===== config.mk =====
export PLATFORM = sky130hd
export DESIGN_NAME = mp4_movie_header_time_extractor
export DESIGN_NICKNAME = d
export VERILOG_FILES = /design/src/design/mtx_pkg.sv /design/src/design/mp4_movie_header_time_extractor.sv /design/src/design/mtx_parser.sv
export SDC_FILE = /design/constraint.sdc
export NUM_CORES = 1
export LEC_CHECK = 0
export ABC_AREA = 1
export BUFFER_PORTS_ARGS = -buffer_cell sky130_fd_sc_hd__buf_2
export CORE_MARGIN = 2
export CORE_UTILIZATION = 45
export DETAILED_ROUTE_END_ITERATION = 7
export GPL_TIMING_DRIVEN = 0
export RECOVER_POWER = 50
export SYNTH_ARGS = -nofsm -noshare
export SYNTH_HDL_FRONTEND = slang
export SYNTH_SLANG_ARGS = --single-unit

===== constraint.sdc =====
create_clock -name clk -period 8.2 [get_ports clk]
set_input_delay 0.82 -clock clk [delete_from_list [all_inputs] [get_ports clk]]
set_output_delay 0.82 -clock clk [all_outputs]
set_load 0.005 [all_outputs]

===== src/design/mtx_pkg.sv =====
package mtx_pkg;

  // Offset between the 1904 movie epoch and the Unix epoch, in seconds.
  localparam logic [31:0] EPOCH_SHIFT = 32'd2082844800;

  // Four-character box types, big-endian.
  localparam logic [31:0] KIND_MOOV = 32'h6D6F6F76;
  localparam logic [31:0] KIND_MVHD = 32'h6D766864;

  // Box header is size plus type.
  localparam logic [31:0] HDR_LEN   = 32'd8;
  // Smallest mvhd box that still carries both time fields.
  localparam logic [31:0] MVHD_MIN  = 32'd20;

  // Result kinds.
  localparam logic RES_TIMES = 1'b0;
  localparam logic RES_ERROR = 1'b1;

  typedef struct packed {
    logic        kind;
    logic [31:0] created;
    logic [31:0] modified;
  } result_t;

endpackage


===== src/design/mp4_movie_header_time_extractor.sv =====
// MP4 movie header time extractor.
// Input channel: in_valid / in_ready with data_byte and start_of_file; one
// file byte per beat, start_of_file set on the first byte of each file.
// Output channel: out_valid / out_ready with result_kind, created_seconds
// and modified_seconds. A beat carries either the mvhd creation and
// modification times converted to Unix seconds, or an error for a box
// whose size is below 8 (parsing then halts until the next start_of_file).
// Throughput: one byte per cycle while no byte waits to produce a second
// result. The byte is registered in the input register; the parser logic
// then updates the box counters and loads the result register, which
// offers the result. Most bytes produce no result.
// Stall: a waiting result holds in the output register; bytes that
// produce no result keep flowing. Only a byte that would produce a second
// result waits in the input register until the first one is taken.
// Reset: rst (synchronous) empties both registers and returns the parser to
// the top-level box header; start_of_file does the same for the parse state.
module mp4_movie_header_time_extractor
  import mtx_pkg::*;
(
  input  logic        clk,
  input  logic        rst,
  input  logic        in_valid,
  output logic        in_ready,
  input  logic [7:0]  data_byte,
  input  logic        start_of_file,
  output logic        out_valid,
  input  logic        out_ready,
  output logic        result_kind,
  output logic [31:0] created_seconds,
  output logic [31:0] modified_seconds
);

  // input register
  logic       s1_valid;
  logic [7:0] s1_byte;
  logic       s1_sof;

  logic    emit;
  result_t res;
  logic    advance;

  // a byte moves through the parser unless it carries a result and the
  // output register is still full
  assign advance  = s1_valid && (!out_valid || out_ready || !emit);
  assign in_ready = !s1_valid || advance;

  always_ff @(posedge clk) begin
    if (rst) begin
      s1_valid <= 1'b0;
    end else if (in_ready) begin
      s1_valid <= in_valid;
    end
  end

  always_ff @(posedge clk) begin
    if (in_ready && in_valid) begin
      s1_byte <= data_byte;
      s1_sof  <= start_of_file;
    end
  end

  mtx_parser u_parser (
    .clk           (clk),
    .rst           (rst),
    .step          (advance),
    .data_byte     (s1_byte),
    .start_of_file (s1_sof),
    .emit          (emit),
    .result        (res)
  );

  // result register
  always_ff @(posedge clk) begin
    if (rst) begin
      out_valid <= 1'b0;
    end else if (advance && emit) begin
      out_valid <= 1'b1;
    end else if (out_ready) begin
      out_valid <= 1'b0;
    end
  end

  always_ff @(posedge clk) begin
    if (advance && emit) begin
      result_kind      <= res.kind;
      created_seconds  <= res.created;
      modified_seconds <= res.modified;
    end
  end

endmodule


===== src/design/mtx_parser.sv =====
module mtx_parser
  import mtx_pkg::*;
(
  input  logic       clk,
  input  logic       rst,
  input  logic       step,
  input  logic [7:0] data_byte,
  input  logic       start_of_file,
  output logic       emit,
  output result_t    result
);

  localparam logic [1:0] PH_HEADER = 2'd0;
  localparam logic [1:0] PH_SKIP   = 2'd1;
  localparam logic [1:0] PH_MVHD   = 2'd2;

  localparam logic [3:0] OFF_CREATED  = 4'd4;
  localparam logic [3:0] OFF_MODIFIED = 4'd8;
  localparam logic [3:0] OFF_LAST     = 4'd11;
  localparam logic [3:0] OFF_DONE     = 4'd12;

  logic [1:0]  phase, phase_next;
  logic [2:0]  hdr_count, hdr_count_next;
  logic [31:0] box_length, box_length_next;
  logic [31:0] box_kind, box_kind_next;
  logic [31:0] box_left, box_left_next;
  logic [31:0] cont_left, cont_left_next;
  logic        in_moov, in_moov_next;
  logic [31:0] created, created_next;
  logic        halted, halted_next;
  logic [3:0]  mvhd_off, mvhd_off_next;

  // current state, with start-of-file applied first
  logic [1:0]  c_phase;
  logic [2:0]  c_count;
  logic [31:0] c_length, c_kind, c_left, c_cont, c_created;
  logic        c_inside, c_halted;
  logic [3:0]  c_off;

  always_comb begin
    c_phase   = start_of_file ? PH_HEADER : phase;
    c_count   = start_of_file ? 3'd0 : hdr_count;
    c_length  = start_of_file ? '0 : box_length;
    c_kind    = start_of_file ? '0 : box_kind;
    c_left    = start_of_file ? '0 : box_left;
    c_cont    = start_of_file ? '0 : cont_left;
    c_inside  = start_of_file ? 1'b0 : in_moov;
    c_created = start_of_file ? '0 : created;
    c_halted  = start_of_file ? 1'b0 : halted;
    c_off     = start_of_file ? 4'd0 : mvhd_off;

    phase_next      = c_phase;
    hdr_count_next  = c_count;
    box_length_next = c_length;
    box_kind_next   = c_kind;
    box_left_next   = c_left;
    cont_left_next  = c_cont;
    in_moov_next    = c_inside;
    created_next    = c_created;
    halted_next     = c_halted;
    mvhd_off_next   = c_off;
    emit            = 1'b0;
    result          = '0;

    if (!c_halted) begin
      if (c_inside) begin
        cont_left_next = c_cont - 32'd1;
      end

      if (c_phase == PH_HEADER) begin
        if (!c_count[2]) begin
          box_length_next = {c_length[23:0], data_byte};
        end else begin
          box_kind_next = {c_kind[23:0], data_byte};
        end
        hdr_count_next = c_count + 3'd1;
        if (c_count == 3'd7) begin
          phase_next = PH_HEADER;
          if (c_length < HDR_LEN) begin
            halted_next   = 1'b1;
            emit          = 1'b1;
            result.kind   = RES_ERROR;
          end else if (!c_inside && box_kind_next == KIND_MOOV) begin
            if (c_length != HDR_LEN) begin
              in_moov_next   = 1'b1;
              cont_left_next = c_length - HDR_LEN;
            end
          end else if (c_inside && box_kind_next == KIND_MVHD && c_length >= MVHD_MIN) begin
            phase_next    = PH_MVHD;
            box_left_next = c_length - HDR_LEN;
            created_next  = '0;
            box_kind_next = '0;
            mvhd_off_next = 4'd0;
          end else if (c_length != HDR_LEN) begin
            phase_next    = PH_SKIP;
            box_left_next = c_length - HDR_LEN;
          end
        end
      end else begin
        if (c_phase == PH_MVHD) begin
          if (c_off >= OFF_CREATED && c_off < OFF_MODIFIED) begin
            created_next = {c_created[23:0], data_byte};
          end else if (c_off >= OFF_MODIFIED && c_off <= OFF_LAST) begin
            box_kind_next = {c_kind[23:0], data_byte};
          end
          if (c_off == OFF_LAST) begin
            emit            = 1'b1;
            result.kind     = RES_TIMES;
            result.created  = c_created - EPOCH_SHIFT;
            result.modified = {c_kind[23:0], data_byte} - EPOCH_SHIFT;
          end
          mvhd_off_next = (c_off == OFF_DONE) ? OFF_DONE : c_off + 4'd1;
        end
        box_left_next = c_left - 32'd1;
        if (c_left == 32'd1) begin
          phase_next = PH_HEADER;
        end
      end

      // moov payload ran out: cut off any child and go back to top level
      if (!halted_next && in_moov_next && cont_left_next == 32'd0) begin
        in_moov_next    = 1'b0;
        phase_next      = PH_HEADER;
        hdr_count_next  = 3'd0;
        box_left_next   = '0;
        box_length_next = '0;
      end
    end
  end

  always_ff @(posedge clk) begin
    if (rst) begin
      phase      <= PH_HEADER;
      hdr_count  <= 3'd0;
      box_length <= '0;
      box_kind   <= '0;
      box_left   <= '0;
      cont_left  <= '0;
      in_moov    <= 1'b0;
      created    <= '0;
      halted     <= 1'b0;
      mvhd_off   <= 4'd0;
    end else if (step) begin
      phase      <= phase_next;
      hdr_count  <= hdr_count_next;
      box_length <= box_length_next;
      box_kind   <= box_kind_next;
      box_left   <= box_left_next;
      cont_left  <= cont_left_next;
      in_moov    <= in_moov_next;
      created    <= created_next;
      halted     <= halted_next;
      mvhd_off   <= mvhd_off_next;
    end
  end

endmodule


# == Yosys cells after proc, flatten, opt, wreduce, memory -nomap -nowiden ==
# Index checks and enable logic that the tools add are counted.
# totals
register_bits,247
out_inout_bits,67
# op_classes
n_addsub,7
n_lt_le_gt_ge,6
n_eq_ne,8
mux,92
bitwise_logic,2
n_reduce_logical,22
# op_table
cell,n
$mux 32,45
$mux 65,1
$eq 32x31->1 const B,2
$mux 64,1
$sub 32x1->32 const B,2
$sub 32x31->32 const B,2
$mux 4,9
$eq 32x1->1 const B,1
$ge 32x5->1 const B,1
$logic_not 32->1,1
$lt 32x4->1 const B,1
$ne 32x4->1 const B,1
$sub 32x4->32 const B,1
$mux 1,23
$mux 2,9
$mux 3,4
$logic_and 1x1->1,10
$eq 4x4->1 const B,2
$logic_not 1->1,5
$add 4x1->4 const B,1
$ge 4x3->1 const B,1
$ge 4x4->1 const B,1
$le 4x4->1 const B,1
$lt 4x4->1 const B,1
8 further kinds,11

# == Logic depth before layout (Yosys ltp) ==
# Gate-level depths: netlist of the first run.
# logic_depth
ltp_word,15
ltp_mapped,31
depth_no_buf,23

# == Hierarchy ==
# Synthesis of the first run repeated with hierarchy kept, for this count alone.
# hier_totals
cells_unflattened,2759
hier_area_um2,17286.6
# modules_own_cells
module,n_inst,cells_each,area_each_um2
mtx_parser,1,2666,14943.1
mp4_movie_header_time_extractor,1,93,2343.5

# == Least setup slack after synthesis of the first run ==
# OpenSTA, ideal clock, no wires.
# synth_timing
path_kind,register -> register
start,register s1_sof
end,register created_seconds[0] (enable)
setup_time_ns,0.420
arrival_ns,4.460
required_ns,7.780
path_slack_ns,3.320
path_stages_with_launch,25
synth_period_minus_slack_ns,4.880
path_cell_list,edfxtp_1 buf_4 inv_6 buf_6 buf_6 buf_6 buf_2 buf_2 buf_2 buf_2 buf_1 nand2_1 inv_1 ha_1 ha_1 inv_1 nor2_1 nand3_1 o21ai_1 nand2_1 nand2_1 inv_1 clkbuf_1 nand2_1 inv_1
# synth_between
elab_chain_cells,10
elab_cells_between_ends,20
cone_classes,1 x order compare; 3 x eq/ne; 11 x mux; 5 x reduce/logical
# synth_rtl
item,line,source
"start, declared",mp4_movie_header_time_extractor.sv:36,logic s1_sof;
"start signal, assigned",mp4_movie_header_time_extractor.sv:58,s1_sof <= start_of_file;
$mux 32 / $mux 4 (equally long branches),"mtx_parser.sv:43, mtx_parser.sv:50",
$lt 32x4->1 / $eq 4x4->1 (equally long branches),"mtx_parser.sv:79, mtx_parser.sv:106",
"$mux 1, on equally long branches","mtx_parser.sv:79, mtx_parser.sv:106",
"$mux 1, on equally long branches","mtx_parser.sv:77, mtx_parser.sv:100",
$mux 1,mtx_parser.sv:70,if (c_phase == PH_HEADER) begin
$mux 1 *,mtx_parser.sv:65,if (!c_halted) begin
$logic_not 1->1,mp4_movie_header_time_extractor.sv:44,assign advance = s1_valid && (!out_valid || out_ready || !emit);
$logic_or 1x1->1,mp4_movie_header_time_extractor.sv:44,
$logic_and 1x1->1,mp4_movie_header_time_extractor.sv:44,
$logic_and 1x1->1 *,mp4_movie_header_time_extractor.sv:84,if (advance && emit) begin
"end signal, assigned",mp4_movie_header_time_extractor.sv:86,created_seconds <= res.created;
"end, declared",mp4_movie_header_time_extractor.sv:29,"output logic [31:0] created_seconds,"
# Mark *: on every way between the ends. The rest lies on a longest branch, timed or not.
# A chain may end at the register's enable or synchronous reset.

# == Worst setup path in the final report of the first run ==
# layout_timing
start,register s1_sof
end,register u_parser.box_kind[19]
# layout_between
elab_chain_cells,13
elab_cells_between_ends,46
cone_classes,6 x order compare; 5 x eq/ne; 25 x mux; 10 x reduce/logical
# layout_rtl
item,line,source
branches (longest 13 deep; another with $ge 32x5->1),-,
"end signal, assigned",mtx_parser.sv:147,box_kind <= box_kind_next;
"end, declared",mtx_parser.sv:25,"logic [31:0] box_kind, box_kind_next;"
# Parallel ways; which one is timed is not known. The select of a mux whose other input is x is not followed.

==> metrics.log, run 1 <==
INFO  metric cts.path.max_buffers = 3
INFO  metric fraction_of_synthesized_area_in_multiplexers = less than 1%
INFO  metric cp_max_fo = 10
INFO  metric route.vias.total = approximately 20000
INFO  metric cp_cell_sequence = clkbuf_1 > clkbuf_1 > clkbuf_1 > clkbuf_1 > nor2_1 > ha_1 > inv_1 > nor3_1 > inv_1 > o21ai_0 > nand2_1 > nand2_1 > nor2_1 > inv_1 > clkbuf_1 > o21ai_0 > a21oi_1
INFO  metric die-area = between 30000 and 40000 µm²
INFO  metric synth_xor_area_share = under 10%
INFO  metric fillerInstances = around 4000
INFO  metric unrepaired_setup_endpoints_after_global_routing = no
INFO  metric grt_antenna_before_repair = 1
INFO  metric arrival_time_of_the_worst_setup_path = around 7900 ps
INFO  metric area_growth_syn_to_layout = 11.5%
INFO  metric cap_violations = 1
INFO  metric final_nets = between 2000 and 3000
INFO  metric power_density = approximately 180 nW/µm²
INFO  metric post_cts.repair.setup_buffers = 0
INFO  metric die_x = 199 µm
INFO  metric timing.hold.worst.start = data_byte[6]
INFO  metric design.portCount = 80
INFO  metric critical-path-top-cell-by-count = clkbuf_1
INFO  metric yosys_warnings = 0
INFO  metric first_global_vias = 18000
INFO  metric hold_end = s1_byte[6]
INFO  metric dpl_worst_slack = approximately 1700 ps
INFO  metric yosysUniqueCellTypes = 49
INFO  metric core_ar = roughly 38000 µm²
INFO  metric leakage = between 0.008 and 0.009 µW
INFO  metric worstPathRequired = between 8000 and 9000 ps
INFO  metric grt_first_pass_wirelength = 111 mm
INFO  metric grt.overflow.total = 0
INFO  metric worst_case_register_to_register_setup_slack = a little over 800 ps
INFO  metric timing.hold.worst_path_depth = 1
INFO  metric drt_drc_violations_left = 0
INFO  metric setup_viol_count_final = 0
INFO  metric global_route.usage.total = a little under two fifths
INFO  metric worst_path_max_delay_cell = nor3_1
INFO  metric num_rows = 71
INFO  metric root_buffer = clkbuf_16
INFO  metric totalNegativeSetupSlack = 0 ps
INFO  metric clock_sink_count = roughly 250
INFO  metric critical_path_class = reg2reg
INFO  metric mappedNetlistNets = ~2700
INFO  metric path_class_of_the_lowest_slack_min_delay_path = in2reg
INFO  metric drt-vias-per-instance = between 5 and 6
INFO  metric clkSlewWorstSetupHoldPaths = ~60 ps
INFO  metric cts_made_buffers = 30
INFO  metric netlist_area = approximately 17000 µm²
INFO  metric fin_ws = a little over 800 ps
INFO  metric yosys.area_share.simple = between 20% and 30%
INFO  metric syn-instance-count = ~2700
INFO  metric synth_top_area_cell = dfxtp_1
INFO  metric drive_gt1_share = between 6 and 7%
INFO  metric detail_route_antenna_nets = 0
INFO  metric chipHeight = between 150 and 200 µm
INFO  metric yosys_register_bits = around 250
INFO  metric rr_worst_depth = 17
INFO  metric finalCritPeriodShare = between 90% and 100%
INFO  metric synth_compound_gate_area_share = between 20% and 30%
INFO  metric synth_top_family_by_area = simple AND/OR/NAND/NOR gates
INFO  metric maximum_ir_drop_on_the_vdd_rail = 174 µV
INFO  metric type_of_origin_of_the_critical_path = register
INFO  metric fmax = roughly 140 MHz
INFO  metric failing_checks = max-capacitance violations, max-slew violations
INFO  metric routed_wirelength = approximately 75 mm
INFO  metric hold_viol = 0
INFO  metric most_common_library_cell_in_the_layout_ignoring_fill_and_taps = nand2_1
INFO  metric netlist.area_leader.share = 20.3%
INFO  metric r2r_end = u_parser.box_kind[19]
INFO  metric wl_per_cell = approximately 22 µm
INFO  metric final-max-slew-violation-count = 10
INFO  metric cts.repair.resized = 0
INFO  metric detail_route.first_pass.iterations = 6
INFO  metric tritoncts = yes
INFO  metric synth_top_cells_by_area = dfxtp_1, nand2_1, edfxtp_1
INFO  metric insertion_delay = ~600 ps
INFO  metric status = complete, but fails checks
INFO  metric first_iter_violations = 2256
INFO  metric timing.critical_path.to_type = register
INFO  metric rr_startpoint = s1_sof
INFO  metric cts_hold_repair_buffers = 0
INFO  metric io_buffers = 79
INFO  metric grt_max_degree = 49
INFO  metric cp_slowest_stage_delay = about 1400 ps
INFO  metric max-slew-margin-rel = -23.3%
INFO  metric dp_hpwl = approximately 57 mm
INFO  metric whs = roughly 390 ps
INFO  metric htreeDepth = 1
INFO  metric synth-adder-area-share = 0.659%
INFO  metric final_critical_path_time_including_i_o_delays_and_setup = around 7400 ps
INFO  metric post_synth.cell_area_avg = 6.36 µm²
INFO  metric final_cell_mix = nand2_1, nor2_1, o21ai_0
INFO  metric gp_routability_congestion = 0.993
INFO  metric critPathLaunch = s1_sof
INFO  metric part_of_the_yosys_area_used_for_sequential_elements = between 30% and 40%
INFO  metric finalClockSkew = around 23 ps
INFO  metric tightest_slew = around 1800 ps
INFO  metric initial_utilization = between 40 and 50%
INFO  metric final_util = around half
cells in the mapped netlist (all sizes together):
cell type,number
a211oi,28
a21boi,1
a21oi,294
a221oi,27
a22oi,2
a31oi,28
a41oi,4
and2,5
and3,1
buf,62
clkbuf,91
clkinv,3
dfxtp,173
edfxtp,74
ha,9
inv,297
mux2i,1
nand2,622
nand3,138
nand3b,6
nand4,44
nor2,322
nor3,33
nor3b,2
nor4,3
o211a,4
o211ai,16
o21a,4
o21ai,314
o22ai,8
o2bb2ai,2
o311ai,7
o31ai,6
or2,14
xnor2,13
xor2,30
through the flow:
step	std cells	instance area [µm²]	power (µW)
detailed placement	3279	18200	2060
finish	3331	19100	3430
CTS	3330	19100	3420
floorplan	2688	17100	1810
global placement	3278	18100	2060
global route	3330	19100	3540
worst max-delay path by stage:
| stage | end | slack, ps | cells past startpoint |
|---|---|---|---|
| floorplan | created_seconds[0] | 3320 | 24 |
| global placement | modified_seconds[5] | 1060 | 24 |
| detailed placement | u_parser.box_kind[19] | 1690 | 25 |
| CTS | u_parser.box_kind[19] | 1650 | 25 |
| global route | modified_seconds[10] | 700 | 17 |
| finish | u_parser.box_kind[19] | 810 | 17 |
cells by family (layout without fill, tap and decap cells):
logic type / after synthesis / in the layout
AO/OA/AOI/OAI: 745 / 745
XOR/XNOR: 43 / 43
adder cells (fa/ha/maj): 9 / 9
buffers and inverters: 453 / 584
flip-flops: 247 / 247
multiplexers: 1 / 1
other: 0 / 1
AND/OR/NAND/NOR: 1190 / 1190
per-layer routing:
| layer | vias to the layer above | wire length (µm) | global-route usage [%] |
|---|---|---|---|
| li1 | 9249 | - | - |
| met1 | 9178 | 30600 | 49.7 |
| met2 | 1187 | 32200 | 58.1 |
| met3 | 236 | 6880 | 4.87 |
| met4 | 0 | 5070 | 22.6 |
| met5 | - | 0 | 0 |
report_power, final:
part / internal, µW / switching, µW / total (µW)
logic: 184 / 528 / 713
clock network: 795 / 575 / 1370
registers: 1310 / 42.3 / 1350
total: 2290 / 1150 / 3430
registers in the layout, summed over array words and instances (netlist names), 8 cells and up:
| signal | flops |
|---|---|
| u_parser.box_length | 32 |
| created_seconds | 32 |
| s1_byte | 8 |
| u_parser.cont_left | 32 |
| u_parser.box_left | 32 |
| u_parser.created | 32 |
| u_parser.box_kind | 32 |
| modified_seconds | 32 |
layout make-up:
type	instances	area [µm²]	area share [%]
Multi-Input combinational cell	1988	9570	50.2
Sequential cell	247	5690	29.8
Inverter	300	1130	5.93
Clock buffer	38	821	4.31
Buffer	153	697	3.66
Tap cell	511	639	3.35
Timing Repair Buffer	80	363	1.90
Clock inverter	13	159	0.834
Antenna cell	1	2.50	0.0131
worst max-delay path, delay by kind of cell, from the launching register on:
| family | cells | cell delay (ps) |
|---|---|---|
| DFF | 1 | 350 |
| adders and majority gates | 1 | 240 |
| AOI/OAI and AO/OA | 3 | 920 |
| and+or+nand+nor | 5 | 2240 |
| buffers and inverters | 8 | 3560 |
No activity file was read; power rests on OpenSTA's default activity.
==> inputs of run 2 (changes only) <==
--- a/config.mk
+++ b/config.mk
@@ -9,9 +9,12 @@
 export BUFFER_PORTS_ARGS = -buffer_cell sky130_fd_sc_hd__buf_2
 export CORE_MARGIN = 2
 export CORE_UTILIZATION = 45
+export CTS_BUF_LIST = sky130_fd_sc_hd__clkbuf_16
 export DETAILED_ROUTE_END_ITERATION = 7
 export GPL_TIMING_DRIVEN = 0
+export PLACE_DENSITY = 0.64
 export RECOVER_POWER = 50
 export SYNTH_ARGS = -nofsm -noshare
 export SYNTH_HDL_FRONTEND = slang
+export SYNTH_HIERARCHICAL = 1
 export SYNTH_SLANG_ARGS = --single-unit
==> metrics.log, run 2 <==
INFO  metric netlist.area_leader.share = 20.0% (-0.22 points)
INFO  metric post_synth.cell_area_avg = 6.27 µm² (-1.5%)
INFO  metric insertion_delay = 600 ps (about the same)
INFO  metric tritoncts = yes
INFO  metric routed_wirelength = 73.4 mm (-1.8%)
INFO  metric fraction_of_synthesized_area_in_multiplexers = 0% (-0.059 points)
INFO  metric final_nets = 2894 (+2.6%)
INFO  metric grt_max_degree = 47 (-4.1%)
INFO  metric ys_async_sr_fraction = 0% (unchanged)
INFO  metric maximum_ir_drop_on_the_vdd_rail = 136 µV (-22%)
INFO  metric critical_path_class = reg2reg
INFO  metric synth_top_cells_by_area = dfxtp_1, nand2_1, edfxtp_1
INFO  metric wl_per_cell = 21.5 µm (-4.0%)
INFO  metric worstPathRequired = 8640 ps (-90 ps)
INFO  metric leakage = 0.00854 µW (+3.4%)
INFO  metric synth_xor_area_share = 3.45% (+1.2 points)
INFO  metric dpl.cell_count = 3351 (+2.2%)
INFO  metric drt_drc_violations_left = 0 (unchanged)
INFO  metric path_class_of_the_lowest_slack_min_delay_path = in2reg
INFO  metric status = complete, but fails checks
INFO  metric tightest_slew = 2400 ps (+563 ps)
INFO  metric post_dp_cell_area = 18400 µm² (+1.1%)
INFO  metric arrival_time_of_the_worst_setup_path = 7910 ps (about the same)
INFO  metric synth_compound_gate_area_share = 23.0% (-0.90 points)
INFO  metric die-area = 40000 µm² (+1.1%)
INFO  metric postSynth.topFlopCell = dfxtp_1
INFO  metric htreeDepth = 1 (unchanged)
INFO  metric part_of_the_yosys_area_used_for_sequential_elements = 32.9% (-0.36 points)
INFO  metric finalCritPeriodShare = 91.0% (+0.88 points)
INFO  metric synth-adder-area-share = 0.724% (+0.065 points)
INFO  metric edff_count_synth = 74 (unchanged)
INFO  metric power_density = 181 nW/µm² (+0.50%)
INFO  metric unrepaired_setup_endpoints_after_global_routing = no
INFO  metric first_global_vias = 18400 (+1.8%)
INFO  metric clock_sink_count = 247 (unchanged)
INFO  metric cap_violations = 1 (unchanged)
INFO  metric gp_routability_congestion = 1.01 (+1.2%)
INFO  metric yosysUniqueCellTypes = 44 (-10%)
INFO  metric cp_max_fo = 10 (unchanged)
INFO  metric area_growth_syn_to_layout = 11.3%
INFO  metric grt.overflow.total = 0 (unchanged)
INFO  metric final_standard_cell_count_with_taps_included_and_fillers_excluded = 3407 (+2.3%)
INFO  metric type_of_origin_of_the_critical_path = register
INFO  metric critical-path-top-cell-by-count = nand2_1
INFO  metric yosys_register_bits = 247 (unchanged)
INFO  metric chipHeight = 200 µm (+0.53%)
INFO  metric worst_path_max_delay_cell = clkbuf_1
INFO  metric grt_antenna_before_repair = 2 (+1)
INFO  metric cts_hold_repair_buffers = 0 (unchanged)
INFO  metric final_critical_path_time_including_i_o_delays_and_setup = 7470 ps (+72.4 ps)
INFO  metric final_cell_mix = nand2_1, nor2_1, o21ai_0
INFO  metric cp_slowest_stage_delay = 740 ps (-680 ps)
INFO  metric totalPowerFinal = 3480 µW (+1.4%)
INFO  metric yosys_warnings = 6 (+6)
INFO  metric io_buffers = 79 (unchanged)
INFO  metric failing_checks = max-capacitance violations, max-slew violations
INFO  metric global_route.usage.total = 36.6% (-0.91 points)
INFO  metric netlist_top_cells_count = nand2_1, nor2_1, o21ai_0
INFO  metric hold_viol = 0 (unchanged)
INFO  metric drt-vias-per-instance = 5.79 (-2.9%)
INFO  metric cts.repair.resized = 0 (unchanged)
INFO  metric fmax = 134 MHz (-0.97%)
INFO  metric max-slew-margin-rel = -60.0% (-37 points)
INFO  metric root_buffer = clkbuf_16
INFO  metric timing.critical_path.max_delay_family = buffers and inverters
INFO  metric die_x = 200 µm (+0.53%)
INFO  metric final_util = 51.0% (+0.24 points)
INFO  metric syn-instance-count = 2759 (+2.6%)
INFO  metric final_design_area_no_fill = 19200 µm² (+0.94%)
INFO  metric synth_top_family_by_area = simple AND/OR/NAND/NOR gates
INFO  metric core_ar = 37800 µm² (+0.47%)
INFO  metric clkSlewWorstSetupHoldPaths = 60 ps (about the same)
INFO  metric drive_gt1_share = 5.01% (-1.1 points)
INFO  metric design.portCount = 80 (unchanged)
INFO  metric timing.critical_path.to_type = register
INFO  metric initial_utilization = 45.8% (+0.28 points)
INFO  metric buf_inv_stages_crit_path = 11 (+3)
INFO  metric most_common_library_cell_in_the_layout_ignoring_fill_and_taps = nand2_1
INFO  metric num_rows = 71 (unchanged)
INFO  metric final-max-slew-violation-count = 47 (+37)
INFO  metric post_cts.repair.setup_buffers = 0 (unchanged)
INFO  metric route.vias.total = 19700 (-0.69%)
INFO  metric cts_made_buffers = 30 (unchanged)
INFO  metric detail_route.first_pass.iterations = 6 (unchanged)
INFO  metric totalNegativeSetupSlack = 0 ps (unchanged)
INFO  metric mappedNetlistNets = 2782 (+2.7%)
INFO  metric cts.path.max_buffers = 3 (unchanged)
INFO  metric dp_hpwl = 55.7 mm (-2.1%)
INFO  metric synth_top_area_cell = dfxtp_1
INFO  metric grt_first_pass_wirelength = 110 mm (-0.88%)
INFO  metric setup_viol_count_final = 0 (unchanged)
INFO  metric netlist_area = 17300 µm² (+1.1%)
INFO  metric yosys.area_share.simple = 28.6% (-0.57 points)
INFO  metric synth.most_common_cell = nand2_1
INFO  metric first_iter_violations = 2181 (-3.3%)
INFO  metric detail_route_antenna_nets = 0 (unchanged)
INFO  metric finalClockSkew = 24.3 ps (+1.61 ps)
run 2: final timing paths:
| kind | start | cells past startpoint | to | slack [ps] |
|---|---|---|---|---|
| worst max register to register | s1_sof | 29 | u_parser/box_left[22] | 730 |
| worst max-delay path | s1_sof | 29 | u_parser/box_left[22] | 730 |
| worst min-delay path | data_byte[7] | 1 | s1_byte[7] | 400 |
| worst min register to register | u_parser/box_left[23] | 2 | u_parser/box_left[23] | 470 |
run 2: area by class of cell:
cell class	count	area, µm²
antenna	1	2.50
sequential	247	5690
clock inverter	25	206
clock buffer	31	776
fill	4007	18500
tap	511	639
inverter	326	1220
multi-input combinational	2028	9640
buffer	157	723
timing repair buffer	81	347
run 2: report_power, final:
group / total [µW] / internal, µW / switching (µW)
clock network: 1360 / 777 / 580
logic: 764 / 201 / 563
registers: 1360 / 1310 / 52.3
run 2: logic make-up (layout without fill, tap and decap cells):
group | count (synthesis) | after routing
adder cells (fa/ha/maj) | 10 | 10
other | 0 | 1
AND/OR/NAND/NOR | 1207 | 1207
buffers and inverters | 484 | 620
XOR/XNOR | 68 | 68
flip-flops | 247 | 247
AO/OA/AOI/OAI | 743 | 743
run 2: through the flow:
step / hold WS (ps) / setup WS, ps
final: 403 / 735
after global routing: 402 / 375
after CTS: 398 / 254
after detailed placement: 457 / 264
after global placement: 452 / 45.6
after floorplan: 445 / 3480
run 2: layer usage:
metal	track usage, %	wire [µm]	part of all wire (%)	up-vias
li1	-	-	-	9341
met2	59.7	33300	45	1024
met1	47.2	29700	41	9144
met3	5.80	6650	9.1	203
met5	0	13	0.018	-
met4	17.5	3690	5.0	2
